===== src/sv/scpa_pkg.sv =====
// ----------------------------------------------------------------------------
// scpa_pkg
// Shared types and constants for the skip/copy patch applier.
// ----------------------------------------------------------------------------
package scpa_pkg;

  // Target address space and field widths.
  localparam int ADDR_BITS = 20;
  localparam int OFS_W     = 20;
  localparam int DATA_W    = 8;
  localparam int LEN_W     = 15;

  // Widths that cover both the address space and the fixed fields.
  localparam int SUM_W   = ((ADDR_BITS > LEN_W) ? ADDR_BITS : LEN_W) + 1;
  localparam int START_W = (ADDR_BITS > OFS_W) ? ADDR_BITS : OFS_W;

  localparam logic [ADDR_BITS-1:0] ADDR_TOP = '1;

  typedef logic [ADDR_BITS-1:0] addr_t;
  typedef logic [OFS_W-1:0]     ofs_t;
  typedef logic [DATA_W-1:0]    data_t;
  typedef logic [LEN_W-1:0]     len_t;

  typedef enum logic [1:0] {
    PH_IDLE = 2'd0,
    PH_HIGH = 2'd1,
    PH_LOW  = 2'd2,
    PH_COPY = 2'd3
  } phase_t;

  typedef struct packed {
    ofs_t  write_offset;
    data_t write_data;
    logic  patch_end;
    logic  offset_overflow;
  } res_t;

endpackage


===== src/sv/scpa_if.sv =====
// ----------------------------------------------------------------------------
// scpa_in_if / scpa_out_if
// Valid/ready channels for patch bytes and write results.
// ----------------------------------------------------------------------------
interface scpa_in_if;
  logic             valid;
  logic             ready;
  logic [7:0]       patch_byte;
  logic             first_byte;

  modport source (output valid, output patch_byte, output first_byte, input ready);
  modport sink   (input valid, input patch_byte, input first_byte, output ready);
endinterface

interface scpa_out_if;
  logic             valid;
  logic             ready;
  logic [19:0]      write_offset;
  logic [7:0]       write_data;
  logic             patch_end;
  logic             offset_overflow;

  modport source (output valid, output write_offset, output write_data,
                  output patch_end, output offset_overflow, input ready);
  modport sink   (input valid, input write_offset, input write_data,
                  input patch_end, input offset_overflow, output ready);
endinterface


===== src/sv/scpa_parser.sv =====
// ----------------------------------------------------------------------------
// scpa_parser
// Record parser: header assembly, skip/copy offset tracking, overflow flag.
// ----------------------------------------------------------------------------
module scpa_parser (
  input  logic                  clk,
  input  logic                  rst_n,
  input  logic                  step,
  input  scpa_pkg::data_t       patch_byte,
  input  logic                  first_byte,
  input  scpa_pkg::ofs_t        start_offset,
  output logic                  res_valid,
  output scpa_pkg::res_t        res
);
  import scpa_pkg::*;

  typedef struct packed {
    addr_t ofs;
    logic  ovf;
  } adv_t;

  // Saturating advance of the target offset.
  function automatic adv_t advance(input addr_t ofs, input len_t amt);
    logic [SUM_W-1:0] sum;
    adv_t             r;
    sum = SUM_W'(ofs) + SUM_W'(amt);
    if (sum > SUM_W'(ADDR_TOP)) begin
      r.ofs = ADDR_TOP;
      r.ovf = 1'b1;
    end else begin
      r.ofs = sum[ADDR_BITS-1:0];
      r.ovf = 1'b0;
    end
    return r;
  endfunction

  function automatic ofs_t to_out(input addr_t a);
    logic [START_W-1:0] w;
    w = START_W'(a);
    return w[OFS_W-1:0];
  endfunction

  phase_t phase_r, phase_nxt;
  data_t  header_high_r, header_high_nxt;
  len_t   copy_remaining_r, copy_remaining_nxt;
  addr_t  target_offset_r, target_offset_nxt;
  logic   overflow_seen_r, overflow_seen_nxt;

  logic [15:0]        header;
  adv_t               skip_adv;
  adv_t               inc_adv;
  logic [START_W-1:0] start_w;

  assign header   = {header_high_r, patch_byte};
  assign skip_adv = advance(target_offset_r, header[LEN_W-1:0]);
  assign inc_adv  = advance(target_offset_r, len_t'(1));
  assign start_w  = START_W'(start_offset);

  // Next state.
  always_comb begin
    phase_nxt          = phase_r;
    header_high_nxt    = header_high_r;
    copy_remaining_nxt = copy_remaining_r;
    target_offset_nxt  = target_offset_r;
    overflow_seen_nxt  = overflow_seen_r;
    if (first_byte) begin
      if (start_w > START_W'(ADDR_TOP)) begin
        target_offset_nxt = ADDR_TOP;
        overflow_seen_nxt = 1'b1;
      end else begin
        target_offset_nxt = start_w[ADDR_BITS-1:0];
      end
      header_high_nxt    = patch_byte;
      copy_remaining_nxt = '0;
      phase_nxt          = PH_LOW;
    end else begin
      unique case (phase_r)
        PH_HIGH: begin
          header_high_nxt = patch_byte;
          phase_nxt       = PH_LOW;
        end
        PH_LOW: begin
          if (header == '0) begin
            phase_nxt = PH_IDLE;
          end else if (!header[15]) begin
            target_offset_nxt = skip_adv.ofs;
            overflow_seen_nxt = overflow_seen_r | skip_adv.ovf;
            phase_nxt         = PH_HIGH;
          end else begin
            copy_remaining_nxt = header[LEN_W-1:0];
            phase_nxt = (header[LEN_W-1:0] == '0) ? PH_HIGH : PH_COPY;
          end
        end
        PH_COPY: begin
          target_offset_nxt  = inc_adv.ofs;
          overflow_seen_nxt  = overflow_seen_r | inc_adv.ovf;
          copy_remaining_nxt = copy_remaining_r - len_t'(1);
          if (copy_remaining_r == len_t'(1)) begin
            phase_nxt = PH_HIGH;
          end
        end
        default: begin
        end
      endcase
    end
  end

  // Result for the current byte.
  always_comb begin
    res_valid           = 1'b0;
    res.write_offset    = to_out(target_offset_r);
    res.write_data      = '0;
    res.patch_end       = 1'b0;
    res.offset_overflow = overflow_seen_nxt;
    if (!first_byte) begin
      unique case (phase_r)
        PH_LOW: begin
          if (header == '0) begin
            res_valid     = 1'b1;
            res.patch_end = 1'b1;
          end
        end
        PH_COPY: begin
          res_valid      = 1'b1;
          res.write_data = patch_byte;
        end
        default: begin
        end
      endcase
    end
  end

  always_ff @(posedge clk) begin
    if (!rst_n) begin
      phase_r          <= PH_IDLE;
      header_high_r    <= '0;
      copy_remaining_r <= '0;
      target_offset_r  <= '0;
      overflow_seen_r  <= 1'b0;
    end else if (step) begin
      phase_r          <= phase_nxt;
      header_high_r    <= header_high_nxt;
      copy_remaining_r <= copy_remaining_nxt;
      target_offset_r  <= target_offset_nxt;
      overflow_seen_r  <= overflow_seen_nxt;
    end
  end

endmodule


===== src/sv/scpa_out_stage.sv =====
// ----------------------------------------------------------------------------
// scpa_out_stage
// Result register that decouples the parser from the result channel.
// ----------------------------------------------------------------------------
module scpa_out_stage (
  input  logic              clk,
  input  logic              rst_n,
  input  logic              step,
  input  logic              res_valid,
  input  scpa_pkg::res_t    res,
  output logic              can_load,
  scpa_out_if.source        out_ch
);
  import scpa_pkg::*;

  logic valid_r;
  res_t data_r;

  // The register can take a new request when empty or being drained.
  assign can_load = !valid_r || out_ch.ready;

  always_ff @(posedge clk) begin
    if (!rst_n) begin
      valid_r <= 1'b0;
    end else if (can_load) begin
      valid_r <= step && res_valid;
    end
  end

  always_ff @(posedge clk) begin
    if (can_load && step && res_valid) begin
      data_r <= res;
    end
  end

  assign out_ch.valid           = valid_r;
  assign out_ch.write_offset    = data_r.write_offset;
  assign out_ch.write_data      = data_r.write_data;
  assign out_ch.patch_end       = data_r.patch_end;
  assign out_ch.offset_overflow = data_r.offset_overflow;

endmodule


===== src/sv/skip_copy_patch_applier.sv =====
// Path: a patch byte passes the input register and then the result register on its
// way to the result channel; a full result register can hold it in between.
// Throughput: one patch byte per cycle; the parser state update is a single
// registered pass, and a full result register stalls input only while the
// result side withholds ready.
// Reset (synchronous, rst_n low): parser idle awaiting a first byte, offset,
// overflow flag and start offset cleared, no request pending on either side.
// ----------------------------------------------------------------------------
// skip_copy_patch_applier
// Applies a byte-serial skip/copy patch stream and emits target writes.
// ----------------------------------------------------------------------------
module skip_copy_patch_applier (
  input  logic               clk,
  input  logic               rst_n,
  input  logic               cfg_we,
  input  scpa_pkg::ofs_t     cfg_wdata,
  scpa_in_if.sink            in_ch,
  scpa_out_if.source         out_ch
);
  import scpa_pkg::*;

  ofs_t  start_offset_r;
  logic  s1_valid_r;
  data_t s1_byte_r;
  logic  s1_first_r;

  logic  can_load;
  logic  step;
  logic  res_valid;
  res_t  res;

  always_ff @(posedge clk) begin
    if (!rst_n) begin
      start_offset_r <= '0;
    end else if (cfg_we) begin
      start_offset_r <= cfg_wdata;
    end
  end

  // Input register: advances whenever the parser can consume its byte.
  assign step        = s1_valid_r && can_load;
  assign in_ch.ready = !s1_valid_r || can_load;

  always_ff @(posedge clk) begin
    if (!rst_n) begin
      s1_valid_r <= 1'b0;
    end else if (in_ch.ready) begin
      s1_valid_r <= in_ch.valid;
    end
  end

  always_ff @(posedge clk) begin
    if (in_ch.ready && in_ch.valid) begin
      s1_byte_r  <= in_ch.patch_byte;
      s1_first_r <= in_ch.first_byte;
    end
  end

  scpa_parser u_parser (
    .clk          (clk),
    .rst_n        (rst_n),
    .step         (step),
    .patch_byte   (s1_byte_r),
    .first_byte   (s1_first_r),
    .start_offset (start_offset_r),
    .res_valid    (res_valid),
    .res          (res)
  );

  scpa_out_stage u_out (
    .clk       (clk),
    .rst_n     (rst_n),
    .step      (step),
    .res_valid (res_valid),
    .res       (res),
    .can_load  (can_load),
    .out_ch    (out_ch)
  );

endmodule


===== src/flat_wrapper.sv =====
// flat-port wrapper written by rule: the top's interface ports become plain ports
module skip_copy_patch_applier_flat import scpa_pkg::*;
  (clk, rst_n, cfg_we, cfg_wdata, in_ch_valid, in_ch_patch_byte, in_ch_first_byte, in_ch_ready, out_ch_valid, out_ch_write_offset, out_ch_write_data, out_ch_patch_end, out_ch_offset_overflow, out_ch_ready);
  scpa_in_if in_ch_i ();
  scpa_out_if out_ch_i ();
  input  logic clk;
  input  logic rst_n;
  input  logic cfg_we;
  input  scpa_pkg::ofs_t cfg_wdata;
  input wire logic [$bits(in_ch_i.valid)-1:0] in_ch_valid;
  input wire logic [$bits(in_ch_i.patch_byte)-1:0] in_ch_patch_byte;
  input wire logic [$bits(in_ch_i.first_byte)-1:0] in_ch_first_byte;
  output wire logic [$bits(in_ch_i.ready)-1:0] in_ch_ready;
  output wire logic [$bits(out_ch_i.valid)-1:0] out_ch_valid;
  output wire logic [$bits(out_ch_i.write_offset)-1:0] out_ch_write_offset;
  output wire logic [$bits(out_ch_i.write_data)-1:0] out_ch_write_data;
  output wire logic [$bits(out_ch_i.patch_end)-1:0] out_ch_patch_end;
  output wire logic [$bits(out_ch_i.offset_overflow)-1:0] out_ch_offset_overflow;
  input wire logic [$bits(out_ch_i.ready)-1:0] out_ch_ready;
  assign in_ch_i.valid = in_ch_valid;
  assign in_ch_i.patch_byte = in_ch_patch_byte;
  assign in_ch_i.first_byte = in_ch_first_byte;
  assign in_ch_ready = in_ch_i.ready;
  assign out_ch_valid = out_ch_i.valid;
  assign out_ch_write_offset = out_ch_i.write_offset;
  assign out_ch_write_data = out_ch_i.write_data;
  assign out_ch_patch_end = out_ch_i.patch_end;
  assign out_ch_offset_overflow = out_ch_i.offset_overflow;
  assign out_ch_i.ready = out_ch_ready;
  skip_copy_patch_applier u_core (.clk(clk), .rst_n(rst_n), .cfg_we(cfg_we), .cfg_wdata(cfg_wdata), .in_ch(in_ch_i), .out_ch(out_ch_i));
endmodule

===== config.mk =====
export PLATFORM = sky130hd
export DESIGN_NAME = skip_copy_patch_applier_flat
export DESIGN_NICKNAME = d
export VERILOG_FILES = /design/src/sv/scpa_pkg.sv /design/src/sv/scpa_if.sv /design/src/sv/scpa_parser.sv /design/src/sv/scpa_out_stage.sv /design/src/sv/skip_copy_patch_applier.sv /design/src/flat_wrapper.sv
export SDC_FILE = /design/constraint.sdc
export NUM_CORES = 1
export LEC_CHECK = 0
export BUFFER_PORTS_ARGS = -buffer_cell sky130_fd_sc_hd__buf_2
export CAP_MARGIN = 10
export CORE_AREA = 2 2 118 120
export CTS_CLUSTER_SIZE = 10
export DETAILED_ROUTE_END_ITERATION = 8
export DIE_AREA = 0 0 120 122
export PLACE_DENSITY = 0.62
export SLEW_MARGIN = 20
export SYNTH_ARGS = -nofsm -noshare
export SYNTH_HDL_FRONTEND = slang
export SYNTH_SLANG_ARGS = --single-unit
export TNS_END_PERCENT = 1

===== constraint.sdc =====
create_clock -name clk -period 2.9 [get_ports clk]
set_input_delay 0.58 -clock clk [delete_from_list [all_inputs] [get_ports clk]]
set_output_delay 0.58 -clock clk [all_outputs]
set_load 0.03 [all_outputs]

==> results.sh <==
export IMPL_synth_edf_count=39
export IMPL_ys_async_sr_fraction_pct=0
export IMPL_synthDominantAreaCellType="dfxtp_1"
export IMPL_clock_latency_of_the_later_clocked_register_in_the_worst_skew_pair_ns=0.36
export IMPL_synthToLayoutAreaGrowth_pct=18.9
export IMPL_wire_length_of_the_first_global_routing_pass_um=27300
export IMPL_final_fill_count=1251
export IMPL_grtUsageMet1_pct=32.7
export IMPL_first_global_vias=5152
export IMPL_fin_hold_ws_ns=0.395
export IMPL_numCtsBuffers=9
export IMPL_post_route_period_util_pct=96.5
export IMPL_placement_io_buffers=65
export IMPL_critical_path_arrival_ns=3.08
export IMPL_totalWireLength_um=17000
export IMPL_core_area_sq_mm=0.0135
export IMPL_globalplace_congestion=0.896
export IMPL_detail_route_first_pass_iterations=6
export IMPL_grt_antenna_before_repair=0
export IMPL_cp_startpoint="u_core.s1_byte_r[0]"
export IMPL_row_count=43
export IMPL_cts_max_level=3
export IMPL_die_span_in_y_um=122
export IMPL_cts_sink_count=107
export IMPL_floorplan_initialDensity_pct=44.6
export IMPL_clock_path_buffers=2
export IMPL_timing_critical_path_cells="ha_2 > inv_1 > fa_2 > nand2b_4 > a211oi_4 > o21a_1 > o211ai_1 > a21o_1 > o211ai_1 > buf_4 > o221ai_1 > a221oi_2"
export IMPL_grt_busiest_layer="met2"
export IMPL_power_leakage_nw=2.81
export IMPL_hold_start="in_ch_first_byte"
export IMPL_drv_slew=0
export IMPL_vias=5388
export IMPL_worst_r2r_startpoint="u_core.s1_byte_r[0]"
export IMPL_grt_met2_usage_pct=37.3
export IMPL_synthesis_yosys_warnings=0
export IMPL_crit_end_category="flip-flop"
export IMPL_detailedRoute_firstIterationViolations=336
export IMPL_die_area_sq_mm=0.0146
export IMPL_cap_viol_max_count=0
export IMPL_ys_seq_elements=107
export IMPL_path_clk_slew_ns=0.07
export IMPL_globalRouteTotalUtil_pct=24.0
export IMPL_share_of_layout_cells_above_drive_strength_1_pct=22.2
export IMPL_vias_per_cell=5.84
export IMPL_drc=0
export IMPL_synthesis_area_sq_mm=0.00602
export IMPL_post_synth_top_area_fraction_pct=22.6
export IMPL_synth_yosys_seq_area_share_pct=42.1
export IMPL_worstSetupStartpointType="flip-flop"
export IMPL_fp_dieW_um=120
export IMPL_gr_usage_met3_pct=4.31
export IMPL_postRouteAntennaNets=0
export IMPL_critical_path_max_stage_delay_ns=0.38
export IMPL_final_setup_viols=0
export IMPL_crit_top_cell="o211ai_1"
export IMPL_worst_slew_margin_rel_pct=38.0
export IMPL_worstPathRequired_ns=3.18
export IMPL_ir_drop_v=0.000362
export IMPL_wl_per_cell_um=18.5
export IMPL_syn_avg_cell_area_sq_um=9.25
export IMPL_top_level_ports=66
export IMPL_final_min_clock_period_ns=2.80
export IMPL_yosys_top_cells_area="dfxtp_1 23%, edfxtp_1 19%, nor2_1 5.0%"
export IMPL_grt_max_degree=31
export IMPL_crit_slowest_cell="edfxtp_1"
export IMPL_post_synth_inst_count=651
export IMPL_synth_distinct_cells=69
export IMPL_worst_slew_pin_slew_ns=0.924
export IMPL_gr_total_overflow=0
export IMPL_clock_skew_ns=0.00621
export IMPL_nNetsFinal=791
export IMPL_number_of_hold_buffers_added_after_cts=0
export IMPL_ctsRootBufferMaster="clkbuf_16"
export IMPL_synth_nets=705
export IMPL_status="finished, final reports clean"
export IMPL_num_antenna_cells=0
export IMPL_cts_tree="yes"
export IMPL_powerDensity_mw_per_mm2=487
export IMPL_fmax_ghz=0.357
export IMPL_finalHoldViolations=0
export IMPL_layout_setup_ws_ns=0.102
export IMPL_rsz_0062_raised_after_global_routing="yes"
export IMPL_timing_critical_path_fanout_max=5
export IMPL_detailedPlace_worstSlack_ns=-0.0266
export IMPL_synth_main_ff_cell="dfxtp_1"
export IMPL_timing_hold_worst_class="in -> reg"
export IMPL_crit_type="reg -> reg"
export IMPL_hpwl_um=12700
worst max-delay path: cells and delay by family, from the launching register on:
family / cells / cell delay (ns)
buffers and inverters: 2 / 0.24
AO/OA/AOI/OAI: 7 / 1.38
AND/OR/NAND/NOR: 1 / 0.17
adder cells (fa/ha/maj): 2 / 0.55
flip-flops: 1 / 0.38
cells in the final DEF (no fill, tap or decap), drive strengths merged, types with 4 or more instances in the layout:
master,synthesis,routed
nor2b,6,6
nand2,36,36
and2,9,9
a31oi,8,8
or2,4,4
o211ai,14,14
nand4,9,9
a2111oi,6,6
or3,13,13
mux2i,27,27
nor3,18,18
buf,11,111
ha,19,19
a21o,7,7
a21oi,49,49
nor4,12,12
inv,18,18
xnor2,23,23
xor2,7,7
a211oi,12,12
o21a,6,6
and3,16,16
o21ai,35,35
a221oi,9,9
o221ai,6,6
clkbuf,25,12
edfxtp,39,39
nand3,16,16
nor2,82,82
dfxtp,68,68
nand2b,5,5
o2111ai,5,5
routing by layer:
layer | vias up | wire (um) | part of all wire [%]
met5 | - | 0 | 0
li1 | 2593 | - | -
met3 | 38 | 1020 | 6.0
met1 | 2571 | 7770 | 46
met4 | 0 | 535 | 3.1
met2 | 186 | 7720 | 45
worst paths after layout:
check	endpoint	slack, ns	cells after the start
worst min-delay path	u_core.s1_first_r	0.39	1
worst max-delay path	u_core.u_parser.target_offset_r[5]	0.10	12
worst max register to register	u_core.u_parser.target_offset_r[5]	0.10	12
worst min register to register	u_core.u_parser.overflow_seen_r	0.46	1
what timing repair did:
action	CTS	global route
endpoints found under the setup margin	3	17
buffers inserted	1	3
pin swaps	2	7
resized for setup	1	11
power by group:
group / switching [W] / internal (W) / leakage [nW]
Combinational: 0.000281 / 0.000193 / 1.71
Clock: 0.000547 / 0.000803 / 0.159
Sequential: 0.0000600 / 0.00161 / 0.948
final cells by class:
type / count / area (sq um) / share of cell area (%)
Clock buffer: 12 / 256 / 3.58
Clock inverter: 4 / 72.6 / 1.01
Inverter: 20 / 76.3 / 1.07
Multi-Input combinational cell: 488 / 3310 / 46.3
Sequential cell: 107 / 2530 / 35.4
Tap cell: 180 / 225 / 3.15
Timing Repair Buffer: 111 / 683 / 9.54
stage by stage:
step / power (W) / utilization (%) / cell area, sq um / setup TNS (ns) / instances
final: 0.00349 / 53.0 / 7160 / 0 / 922
after global routing: 0.00362 / 53.0 / 7160 / -0.0734 / 922
after CTS: 0.00350 / 52.5 / 7080 / 0 / 919
after detailed placement: 0.00215 / 49.9 / 6740 / -0.0576 / 902
after global placement: 0.00215 / 49.9 / 6740 / 0 / 902
after floorplan: 0.00198 / - / 6020 / 0 / 651
registers in the layout (all words and copies together) (netlist names), 2 cells and up:
| signal | flops |
|---|---|
| u_core.u_parser.phase_r | 2 |
| u_core.u_parser.header_high_r | 8 |
| u_core.u_out.out_ch.write_offset | 20 |
| u_core.s1_byte_r | 8 |
| u_core.u_parser.copy_remaining_r | 15 |
| u_core.u_parser.target_offset_r | 20 |
| u_core.u_out.out_ch.write_data | 8 |
| u_core.start_offset_r | 20 |
cells in the mapped netlist, types with 3 or more instances:
| master | count |
|---|---|
| or2_2 | 4 |
| nor2b_1 | 6 |
| a221oi_2 | 9 |
| or3_1 | 13 |
| a211oi_1 | 11 |
| o2111ai_1 | 5 |
| ha_1 | 19 |
| nand4_1 | 9 |
| clkbuf_1 | 25 |
| a21oi_1 | 49 |
| nor4_1 | 10 |
| xnor2_1 | 23 |
| o221ai_1 | 6 |
| inv_1 | 18 |
| o211ai_1 | 14 |
| nand3_1 | 14 |
| and3_1 | 15 |
| a2111oi_2 | 3 |
| nand3b_1 | 3 |
| xor2_1 | 7 |
| a21o_1 | 7 |
| o21ai_0 | 26 |
| nand2b_1 | 5 |
| nand2_1 | 36 |
| o21ai_1 | 8 |
| mux2i_1 | 27 |
| buf_2 | 6 |
| nor2_1 | 80 |
| and2_1 | 9 |
| a31oi_1 | 8 |
| o21a_1 | 6 |
| edfxtp_1 | 39 |
| nor3_1 | 17 |
| dfxtp_1 | 68 |
kinds of logic after synthesis:
family                     count (synthesis)  synth area share (%)
DFF                                      107                  42.1
xor gates and xnor gates                  30                  4.36
buffers and inverters                     56                  3.89
muxes                                     27                  4.49
AOI/OAI and AO/OA                        175                  20.7
adders and majority gates                 20                  4.28
and+or+nand+nor                          236                  20.3
(Power assumes the default switching activity.)
